==> src/rtl/cvr_pkg.sv <==
// Shared types, constants and the arctangent table for the CORDIC vector rotator.
// Has no dependencies; the other files refer to it by scoped names or import it.
package cvr_pkg;

    localparam int DATA_W         = 32;
    localparam int ANGLE_W        = 31;
    localparam int ITERATIONS_DEF = 30;
    localparam int ITERATIONS_MAX = 30;
    localparam int ATAN_IDX_W     = 5;
    localparam int GAIN_SHIFT     = 30;

    typedef logic [DATA_W-1:0]         word_t;
    typedef logic signed [DATA_W-1:0]  sword_t;
    typedef logic signed [ANGLE_W-1:0] angle_t;

    // pi and pi/2 in signed 4.28, gain 0.27157 in 2.30.
    localparam word_t  PI_ANGLE      = 32'd843314857;
    localparam sword_t HALF_PI_ANGLE = 32'sd421657428;
    localparam sword_t GAIN          = 32'sd291597965;

    // Working vector carried between the sequencer and the shift-add unit.
    typedef struct packed {
        word_t x;
        word_t y;
        word_t a;
    } vec_t;

    // Entry 0 is atan(2), entry n is atan(2^-(n-1)), all in 4.28 radians.
    function automatic word_t atan_at(logic [ATAN_IDX_W-1:0] idx);
        word_t val;
        unique case (idx)
            5'd0:    val = 32'd297197971;
            5'd1:    val = 32'd210828714;
            5'd2:    val = 32'd124459457;
            5'd3:    val = 32'd65760959;
            5'd4:    val = 32'd33381290;
            5'd5:    val = 32'd16755422;
            5'd6:    val = 32'd8385879;
            5'd7:    val = 32'd4193963;
            5'd8:    val = 32'd2097109;
            5'd9:    val = 32'd1048571;
            5'd10:   val = 32'd524287;
            5'd11:   val = 32'd262144;
            5'd12:   val = 32'd131072;
            5'd13:   val = 32'd65536;
            5'd14:   val = 32'd32768;
            5'd15:   val = 32'd16384;
            5'd16:   val = 32'd8192;
            5'd17:   val = 32'd4096;
            5'd18:   val = 32'd2048;
            5'd19:   val = 32'd1024;
            5'd20:   val = 32'd512;
            5'd21:   val = 32'd256;
            5'd22:   val = 32'd128;
            5'd23:   val = 32'd64;
            5'd24:   val = 32'd32;
            5'd25:   val = 32'd16;
            5'd26:   val = 32'd8;
            5'd27:   val = 32'd4;
            5'd28:   val = 32'd2;
            5'd29:   val = 32'd1;
            default: val = 32'd0;
        endcase
        return val;
    endfunction

endpackage

==> src/rtl/cvr_in_if.sv <==
// Input channel of the CORDIC vector rotator: valid/ready handshake with the
// vector and the angle. Depends on cvr_pkg.
interface cvr_in_if;
    logic                 valid;
    logic                 ready;
    cvr_pkg::sword_t      x_in;
    cvr_pkg::sword_t      y_in;
    cvr_pkg::angle_t      angle;

    modport source (output valid, output x_in, output y_in, output angle, input ready);
    modport sink   (input valid, input x_in, input y_in, input angle, output ready);
endinterface

==> src/rtl/cvr_out_if.sv <==
// Output channel of the CORDIC vector rotator: valid/ready handshake with the
// rotated vector. Depends on cvr_pkg.
interface cvr_out_if;
    logic                 valid;
    logic                 ready;
    cvr_pkg::sword_t      x_out;
    cvr_pkg::sword_t      y_out;

    modport source (output valid, output x_out, output y_out, input ready);
    modport sink   (input valid, input x_out, input y_out, output ready);
endinterface

==> src/rtl/cvr_step.sv <==
// Shared CORDIC shift-add unit: one micro-rotation per use, combinational.
// Depends on cvr_pkg for the vector type and the arctangent table.
module cvr_step #(
    parameter int ITERATIONS = cvr_pkg::ITERATIONS_DEF,
    localparam int STEP_W    = $clog2(ITERATIONS + 1)
) (
    input  cvr_pkg::vec_t      vec,
    input  logic [STEP_W-1:0]  step,
    output cvr_pkg::vec_t      result
);

    logic [STEP_W-1:0] shift;
    cvr_pkg::word_t    xs;
    cvr_pkg::word_t    ys;
    cvr_pkg::word_t    atan_val;
    logic              rot_neg;

    // Step zero doubles (atan(2)); step k shifts right by k-1.
    always_comb
    begin
        shift    = step - STEP_W'(1);
        atan_val = cvr_pkg::atan_at(cvr_pkg::ATAN_IDX_W'(step));
        rot_neg  = vec.a[cvr_pkg::DATA_W-1];
        if (step == '0)
        begin
            xs = vec.x << 1;
            ys = vec.y << 1;
        end
        else
        begin
            xs = cvr_pkg::word_t'($signed(vec.x) >>> shift);
            ys = cvr_pkg::word_t'($signed(vec.y) >>> shift);
        end
        if (rot_neg)
        begin
            result.x = vec.x + ys;
            result.y = vec.y - xs;
            result.a = vec.a + atan_val;
        end
        else
        begin
            result.x = vec.x - ys;
            result.y = vec.y + xs;
            result.a = vec.a - atan_val;
        end
    end

endmodule

==> src/rtl/cvr_gain.sv <==
// Gain compensation multiplier: registered signed product with the CORDIC gain,
// read back as the product shifted right by 30. Depends on cvr_pkg.
module cvr_gain (
    input  logic            clk,
    input  cvr_pkg::word_t  operand,
    output cvr_pkg::word_t  scaled
);

    logic signed [2*cvr_pkg::DATA_W-1:0] product_reg;
    logic signed [2*cvr_pkg::DATA_W-1:0] product_next;

    always_comb
    begin
        product_next = $signed(operand) * cvr_pkg::GAIN;
    end

    always_ff @(posedge clk)
    begin
        product_reg <= product_next;
    end

    assign scaled = product_reg[cvr_pkg::GAIN_SHIFT +: cvr_pkg::DATA_W];

endmodule

==> src/rtl/cordic_vector_rotate.sv <==
// Rotates a signed 16.16 vector (x_in, y_in) by a signed 4.28 radian angle
// with rotation-mode CORDIC and returns the gain-compensated result.
// Depends on cvr_pkg, cvr_in_if, cvr_out_if, cvr_step and cvr_gain.
//
// The block handles one item at a time. After an item is accepted, the fold
// state brings the angle into the range minus pi/2 to pi/2 (angles beyond it
// are reflected and the x result is negated at the end), then the single
// shared shift-add unit runs ITERATIONS + 1 micro-rotations, one per cycle:
// first a doubling step with atan(2), then shifts by 0 through ITERATIONS - 1.
// A single registered 32 by 32 multiplier then scales x and y by the gain in
// turn, through the states SCALE_X, SCALE_Y and SCALE_END. The result is
// presented from registers and held until taken; the block returns to
// accepting in the cycle after the result is taken. Sums wrap in 32 bits and
// right shifts are arithmetic throughout.
module cordic_vector_rotate #(
    parameter int ITERATIONS = cvr_pkg::ITERATIONS_DEF
) (
    input  logic      clk,
    input  logic      rst_n,
    cvr_in_if.sink    in_chan,
    cvr_out_if.source out_chan
);

    localparam int STEP_W = $clog2(ITERATIONS + 1);
    localparam logic [STEP_W-1:0] LAST_STEP = STEP_W'(ITERATIONS);

    typedef enum logic [2:0] {
        ST_IDLE,
        ST_FOLD,
        ST_ROTATE,
        ST_SCALE_X,
        ST_SCALE_Y,
        ST_SCALE_END,
        ST_OUT
    } state_t;

    state_t             state_reg,  state_next;
    cvr_pkg::vec_t      vec_reg,    vec_next;
    logic [STEP_W-1:0]  step_reg,   step_next;
    logic               flip_reg,   flip_next;
    cvr_pkg::word_t     x_res_reg,  x_res_next;
    cvr_pkg::word_t     y_res_reg,  y_res_next;

    cvr_pkg::vec_t      step_result;
    cvr_pkg::word_t     mult_operand;
    cvr_pkg::word_t     scaled;

    cvr_step #(
        .ITERATIONS (ITERATIONS)
    ) u_step (
        .vec    (vec_reg),
        .step   (step_reg),
        .result (step_result)
    );

    // The multiplier sees x during the first scaling cycle and y after it.
    assign mult_operand = (state_reg == ST_SCALE_Y) ? vec_reg.y : vec_reg.x;

    cvr_gain u_gain (
        .clk     (clk),
        .operand (mult_operand),
        .scaled  (scaled)
    );

    always_comb
    begin
        state_next = state_reg;
        vec_next   = vec_reg;
        step_next  = step_reg;
        flip_next  = flip_reg;
        x_res_next = x_res_reg;
        y_res_next = y_res_reg;
        unique case (state_reg)
            ST_IDLE:
            begin
                if (in_chan.valid)
                begin
                    vec_next.x = in_chan.x_in;
                    vec_next.y = in_chan.y_in;
                    vec_next.a = {in_chan.angle[cvr_pkg::ANGLE_W-1], in_chan.angle};
                    state_next = ST_FOLD;
                end
            end
            ST_FOLD:
            begin
                // Reflect angles beyond plus or minus pi/2 back into range.
                if ($signed(vec_reg.a) > cvr_pkg::HALF_PI_ANGLE)
                begin
                    vec_next.a = cvr_pkg::PI_ANGLE - vec_reg.a;
                    flip_next  = 1'b1;
                end
                else if ($signed(vec_reg.a) < -cvr_pkg::HALF_PI_ANGLE)
                begin
                    vec_next.a = '0 - (cvr_pkg::PI_ANGLE + vec_reg.a);
                    flip_next  = 1'b1;
                end
                else
                begin
                    flip_next = 1'b0;
                end
                step_next  = '0;
                state_next = ST_ROTATE;
            end
            ST_ROTATE:
            begin
                vec_next = step_result;
                if (step_reg == LAST_STEP)
                begin
                    state_next = ST_SCALE_X;
                end
                else
                begin
                    step_next = step_reg + STEP_W'(1);
                end
            end
            ST_SCALE_X:
            begin
                state_next = ST_SCALE_Y;
            end
            ST_SCALE_Y:
            begin
                x_res_next = scaled;
                state_next = ST_SCALE_END;
            end
            ST_SCALE_END:
            begin
                y_res_next = scaled;
                if (flip_reg)
                begin
                    x_res_next = '0 - x_res_reg;
                end
                state_next = ST_OUT;
            end
            ST_OUT:
            begin
                if (out_chan.ready)
                begin
                    state_next = ST_IDLE;
                end
            end
            default:
            begin
                state_next = ST_IDLE;
            end
        endcase
    end

    always_ff @(posedge clk or negedge rst_n)
    begin
        if (!rst_n)
        begin
            state_reg <= ST_IDLE;
            vec_reg   <= '0;
            step_reg  <= '0;
            flip_reg  <= 1'b0;
            x_res_reg <= '0;
            y_res_reg <= '0;
        end
        else
        begin
            state_reg <= state_next;
            vec_reg   <= vec_next;
            step_reg  <= step_next;
            flip_reg  <= flip_next;
            x_res_reg <= x_res_next;
            y_res_reg <= y_res_next;
        end
    end

    assign in_chan.ready  = (state_reg == ST_IDLE);
    assign out_chan.valid = (state_reg == ST_OUT);
    assign out_chan.x_out = $signed(x_res_reg);
    assign out_chan.y_out = $signed(y_res_reg);

endmodule

==> src/flat_wrapper.sv <==
// flat-port wrapper written by rule: the top's interface ports become plain ports
module cordic_vector_rotate_flat 
#(
    parameter int ITERATIONS = cvr_pkg::ITERATIONS_DEF
)
  (clk, rst_n, in_chan_valid, in_chan_x_in, in_chan_y_in, in_chan_angle, in_chan_ready, out_chan_valid, out_chan_x_out, out_chan_y_out, out_chan_ready);
  cvr_in_if in_chan_i ();
  cvr_out_if out_chan_i ();
  input  logic clk;
  input  logic rst_n;
  input wire logic [$bits(in_chan_i.valid)-1:0] in_chan_valid;
  input wire logic [$bits(in_chan_i.x_in)-1:0] in_chan_x_in;
  input wire logic [$bits(in_chan_i.y_in)-1:0] in_chan_y_in;
  input wire logic [$bits(in_chan_i.angle)-1:0] in_chan_angle;
  output wire logic [$bits(in_chan_i.ready)-1:0] in_chan_ready;
  output wire logic [$bits(out_chan_i.valid)-1:0] out_chan_valid;
  output wire logic [$bits(out_chan_i.x_out)-1:0] out_chan_x_out;
  output wire logic [$bits(out_chan_i.y_out)-1:0] out_chan_y_out;
  input wire logic [$bits(out_chan_i.ready)-1:0] out_chan_ready;
  assign in_chan_i.valid = in_chan_valid;
  assign in_chan_i.x_in = in_chan_x_in;
  assign in_chan_i.y_in = in_chan_y_in;
  assign in_chan_i.angle = in_chan_angle;
  assign in_chan_ready = in_chan_i.ready;
  assign out_chan_valid = out_chan_i.valid;
  assign out_chan_x_out = out_chan_i.x_out;
  assign out_chan_y_out = out_chan_i.y_out;
  assign out_chan_i.ready = out_chan_ready;
  cordic_vector_rotate #(.ITERATIONS(ITERATIONS)) u_core (.clk(clk), .rst_n(rst_n), .in_chan(in_chan_i), .out_chan(out_chan_i));
endmodule
==> config.mk <==
export PLATFORM = sky130hd
export DESIGN_NAME = cordic_vector_rotate_flat
export DESIGN_NICKNAME = d
export VERILOG_FILES = /design/src/rtl/cvr_pkg.sv /design/src/rtl/cvr_in_if.sv /design/src/rtl/cvr_out_if.sv /design/src/rtl/cvr_step.sv /design/src/rtl/cvr_gain.sv /design/src/rtl/cordic_vector_rotate.sv /design/src/flat_wrapper.sv
export SDC_FILE = /design/constraint.sdc
export NUM_CORES = 2
export LEC_CHECK = 0
export BUFFER_PORTS_ARGS = -buffer_cell sky130_fd_sc_hd__buf_2
export CAP_MARGIN = 5
export CORE_ASPECT_RATIO = 0.5
export CORE_UTILIZATION = 50
export CTS_BUF_LIST = sky130_fd_sc_hd__clkbuf_4 sky130_fd_sc_hd__clkbuf_8
export DETAILED_ROUTE_END_ITERATION = 12
export PLACE_DENSITY = 0.71
export SYNTH_ARGS = -nofsm -noshare
export SYNTH_HDL_FRONTEND = slang
export SYNTH_SLANG_ARGS = --single-unit
==> constraint.sdc <==
create_clock -name clk -period 8.9 [get_ports clk]
set_input_delay 0 -clock clk [delete_from_list [all_inputs] [get_ports clk]]
set_output_delay 0 -clock clk [all_outputs]
set_load 0.02 [all_outputs]
==> flow_metrics.env <==
export IMPL_die_area_mm2=0.07948
export IMPL_fp_dieH_um=199.9
export IMPL_antenna_left=0
export IMPL_slowest_stage="fa_1"
export IMPL_num_vias=36576
export IMPL_async_reset_ff_frac=0.8408
export IMPL_avgSynthCellArea_um2=8.532
export IMPL_place_area_mm2=0.04193
export IMPL_critPathLaunchType="register"
export IMPL_grt_pass1_vias=36651
export IMPL_arrival_ns=9.02
export IMPL_vias_per_cell=6.162
export IMPL_multiInputGateArea_mm2=0.03111
export IMPL_met1_usage=0.4554
export IMPL_cts_root_buf="clkbuf_8"
export IMPL_layout_area_seq_mm2=0.004876
export IMPL_reg2reg_slack_ns=0.35
export IMPL_grt_use_met3=0.08620
export IMPL_period_minus_slack_ns=8.547
export IMPL_hold_path_class="in -> reg"
export IMPL_cts_buffer_depth=3
export IMPL_status="finished, final reports clean"
export IMPL_grt_pass1_wl_um=218900
export IMPL_r2r_cells=32
export IMPL_setup_viol=0
export IMPL_ys_ff_latch=201
export IMPL_cpMostUsedCell="fa_1"
export IMPL_drive_above_1_share=0.1304
export IMPL_hpwl_um=113700
export IMPL_finalCritPeriodShare=0.9604
export IMPL_synthesis_nets=5480
export IMPL_slew_headroom=0.2503
export IMPL_syn_inst=4588
export IMPL_track_usage=0.3611
export IMPL_cts_made_buffers=37
export IMPL_fin_skew_ns=0.06430
export IMPL_clock_sinks=201
export IMPL_fin_tns_setup_ns=0
export IMPL_final_nets=5764
export IMPL_firstDrtPassIters=8
export IMPL_routabilityCongestion=1.203
export IMPL_wl_per_cell_um=24.35
export IMPL_largest_register_ffs=96
export IMPL_synth_most_common_cell="inv_1"
export IMPL_drc=0
export IMPL_cp_top_family="adder cells"
export IMPL_clk_pin_slew_ns=0.06
export IMPL_worst_pin_slew_ns=1.122
export IMPL_ys_flop_type="dfrtp_1"
export IMPL_area_growth_pct=12.14
export IMPL_synth_area_leaders="fa_1, ha_1, dfrtp_1"
export IMPL_final_util=0.5672
export IMPL_place_ws_ns=-0.02313
export IMPL_clk_latency_ns=0.65
export IMPL_stdcell_area_mm2=0.04389
export IMPL_synth_edf_count=0
export IMPL_met2_usage=0.5770
export IMPL_io_buffers=164
export IMPL_cp_end_kind="register"
export IMPL_worstSetupPathType="reg -> reg"
export IMPL_totalWireLength_um=144500
export IMPL_fin_ws_ns=0.3528
export IMPL_grt_max_degree=83
export IMPL_crit_buf_inv=7
export IMPL_busiest_layer="met2"
export IMPL_synth_top_area_frac=0.1862
export IMPL_worstPathMaxFanout=14
export IMPL_synthDistinctLibCells=106
export IMPL_fmax_mhz=117.0
export IMPL_drt_iter0_drc=4070
export IMPL_yosys_warnings=0
export IMPL_finalHoldViolations=0
export IMPL_fp_dieW_um=397.7
export IMPL_cts_tree="yes"
export IMPL_antenna_found_initial=4
export IMPL_slew_violations=0
export IMPL_netlist_top_cell_by_area="fa_1"
export IMPL_syn_area_mm2=0.03914
export IMPL_gr_total_overflow=0
export IMPL_fillers=7004
export IMPL_synthTopCellsByCount="inv_1, ha_1, nand2_1, fa_1, nor2_1"
export IMPL_rsz0062_at_grt="false"
export IMPL_io_pins=165
export IMPL_maxCapViolations=0
export IMPL_core_mm2=0.07738
export IMPL_rows=72
export IMPL_critPathMaxStageDelay_ns=0.58
export IMPL_cp_required_ns=9.38
export IMPL_synth_yosys_seq_area_share=0.1244
export IMPL_cp_num_cells=32
export IMPL_hold_depth=4
export IMPL_initial_core_util=0.5058
export IMPL_htree_num_levels=2
placed cells by master, fill, tap and decap left out, types with 21 or more instances in the layout:
master	n
inv_1	605
ha_1	427
nand2_1	395
fa_1	364
nor2_1	297
o21ai_0	283
a21oi_1	258
xnor2_1	209
buf_4	196
dfrtp_1	166
buf_2	163
mux2i_1	133
dlygate4sd3_1	100
nor3_1	90
xor2_1	83
a21o_1	81
nand3_1	71
mux4_2	62
mux2_2	56
o22ai_1	55
a31oi_1	48
clkbuf_8	45
nand2b_1	38
nor2b_1	34
o21a_1	33
a211oi_1	33
dfxtp_1	32
and3_1	30
nand4_1	27
o211ai_1	27
or3_1	23
nor4_1	22
a22oi_1	21
worst register-to-register path: cells and delay by family, from the launching register on:
| family | cells | cell delay, ns |
|---|---|---|
| DFF | 1 | 0.40 |
| adders and majority gates | 9 | 3.89 |
| xor gates and xnor gates | 3 | 0.52 |
| muxes | 1 | 0.32 |
| and+or+nand+nor | 4 | 0.84 |
| buffers and inverters | 7 | 0.72 |
| AOI/OAI and AO/OA | 8 | 1.72 |
path summary, 6_finish.rpt:
check,end,start
max,u_core.u_gain.product_reg[61]$_DFF_P_,u_core.state_reg[0]$_DFFE_PN0P_
min,u_core.vec_reg[72]$_DFFE_PN0P_,in_chan_x_in[8]
max reg2reg,u_core.u_gain.product_reg[61]$_DFF_P_,u_core.state_reg[0]$_DFFE_PN0P_
min reg2reg,u_core.out_chan.y_out[14]$_DFFE_PN0P_,u_core.u_gain.product_reg[44]$_DFF_P_
max in group asynchronous,u_core.out_chan.x_out[26]$_DFFE_PN0P_,rst_n
min in group asynchronous,u_core.vec_reg[27]$_DFFE_PN0P_,rst_n
layer usage:
metal,vias up,part of all wire
li1,16458,-
met1,17855,0.40
met2,1814,0.45
met3,443,0.096
met4,6,0.060
met5,-,0.00030
logic make-up (layout without fill, tap and decap cells):
group | Yosys count | count (layout) | synth area share
flip-flops | 201 | 201 | 0.1244
buffers and inverters | 836 | 1147 | 0.08439
AND/OR/NAND/NOR | 1131 | 1131 | 0.1366
adder cells (fa/ha/maj) | 795 | 795 | 0.3238
AO/OA/AOI/OAI | 1067 | 1067 | 0.1739
multiplexers | 265 | 265 | 0.09151
XOR/XNOR | 292 | 292 | 0.06534
other | 1 | 2 | 0.00009580
per-stage QoR:
stage | instances | hold WS (ns)
floorplan | 4588 | -0.2956
global placement | 5766 | 0.01956
detailed placement | 5766 | 0.02485
CTS | 5933 | 0.1540
global route | 5935 | 0.2114
finish | 5936 | 0.1823
final cells by class:
cell class / instances / share of cell area
clock buffer: 53 / 0.01534
timing repair buffer: 468 / 0.07896
clock inverter: 13 / 0.003962
sequential: 201 / 0.1111
inverter: 613 / 0.05242
antenna: 1 / 0.00005701
tap: 1036 / 0.02953
multi-input combinational: 3551 / 0.7087
what timing repair did:
item / 4_1_cts / 5_1_grt
setup buffers: 0 / 1
endpoints found under the hold margin: 157 / 0
hold buffers: 101 / 0
setup endpoints to repair: 3 / 18
gates resized for setup: 1 / 13
gates cloned: 0 / 1
pin swaps: 0 / 2
Power is not shown: default switching activity piles up to over one toggle a cycle in this logic, so the estimate is an artifact.
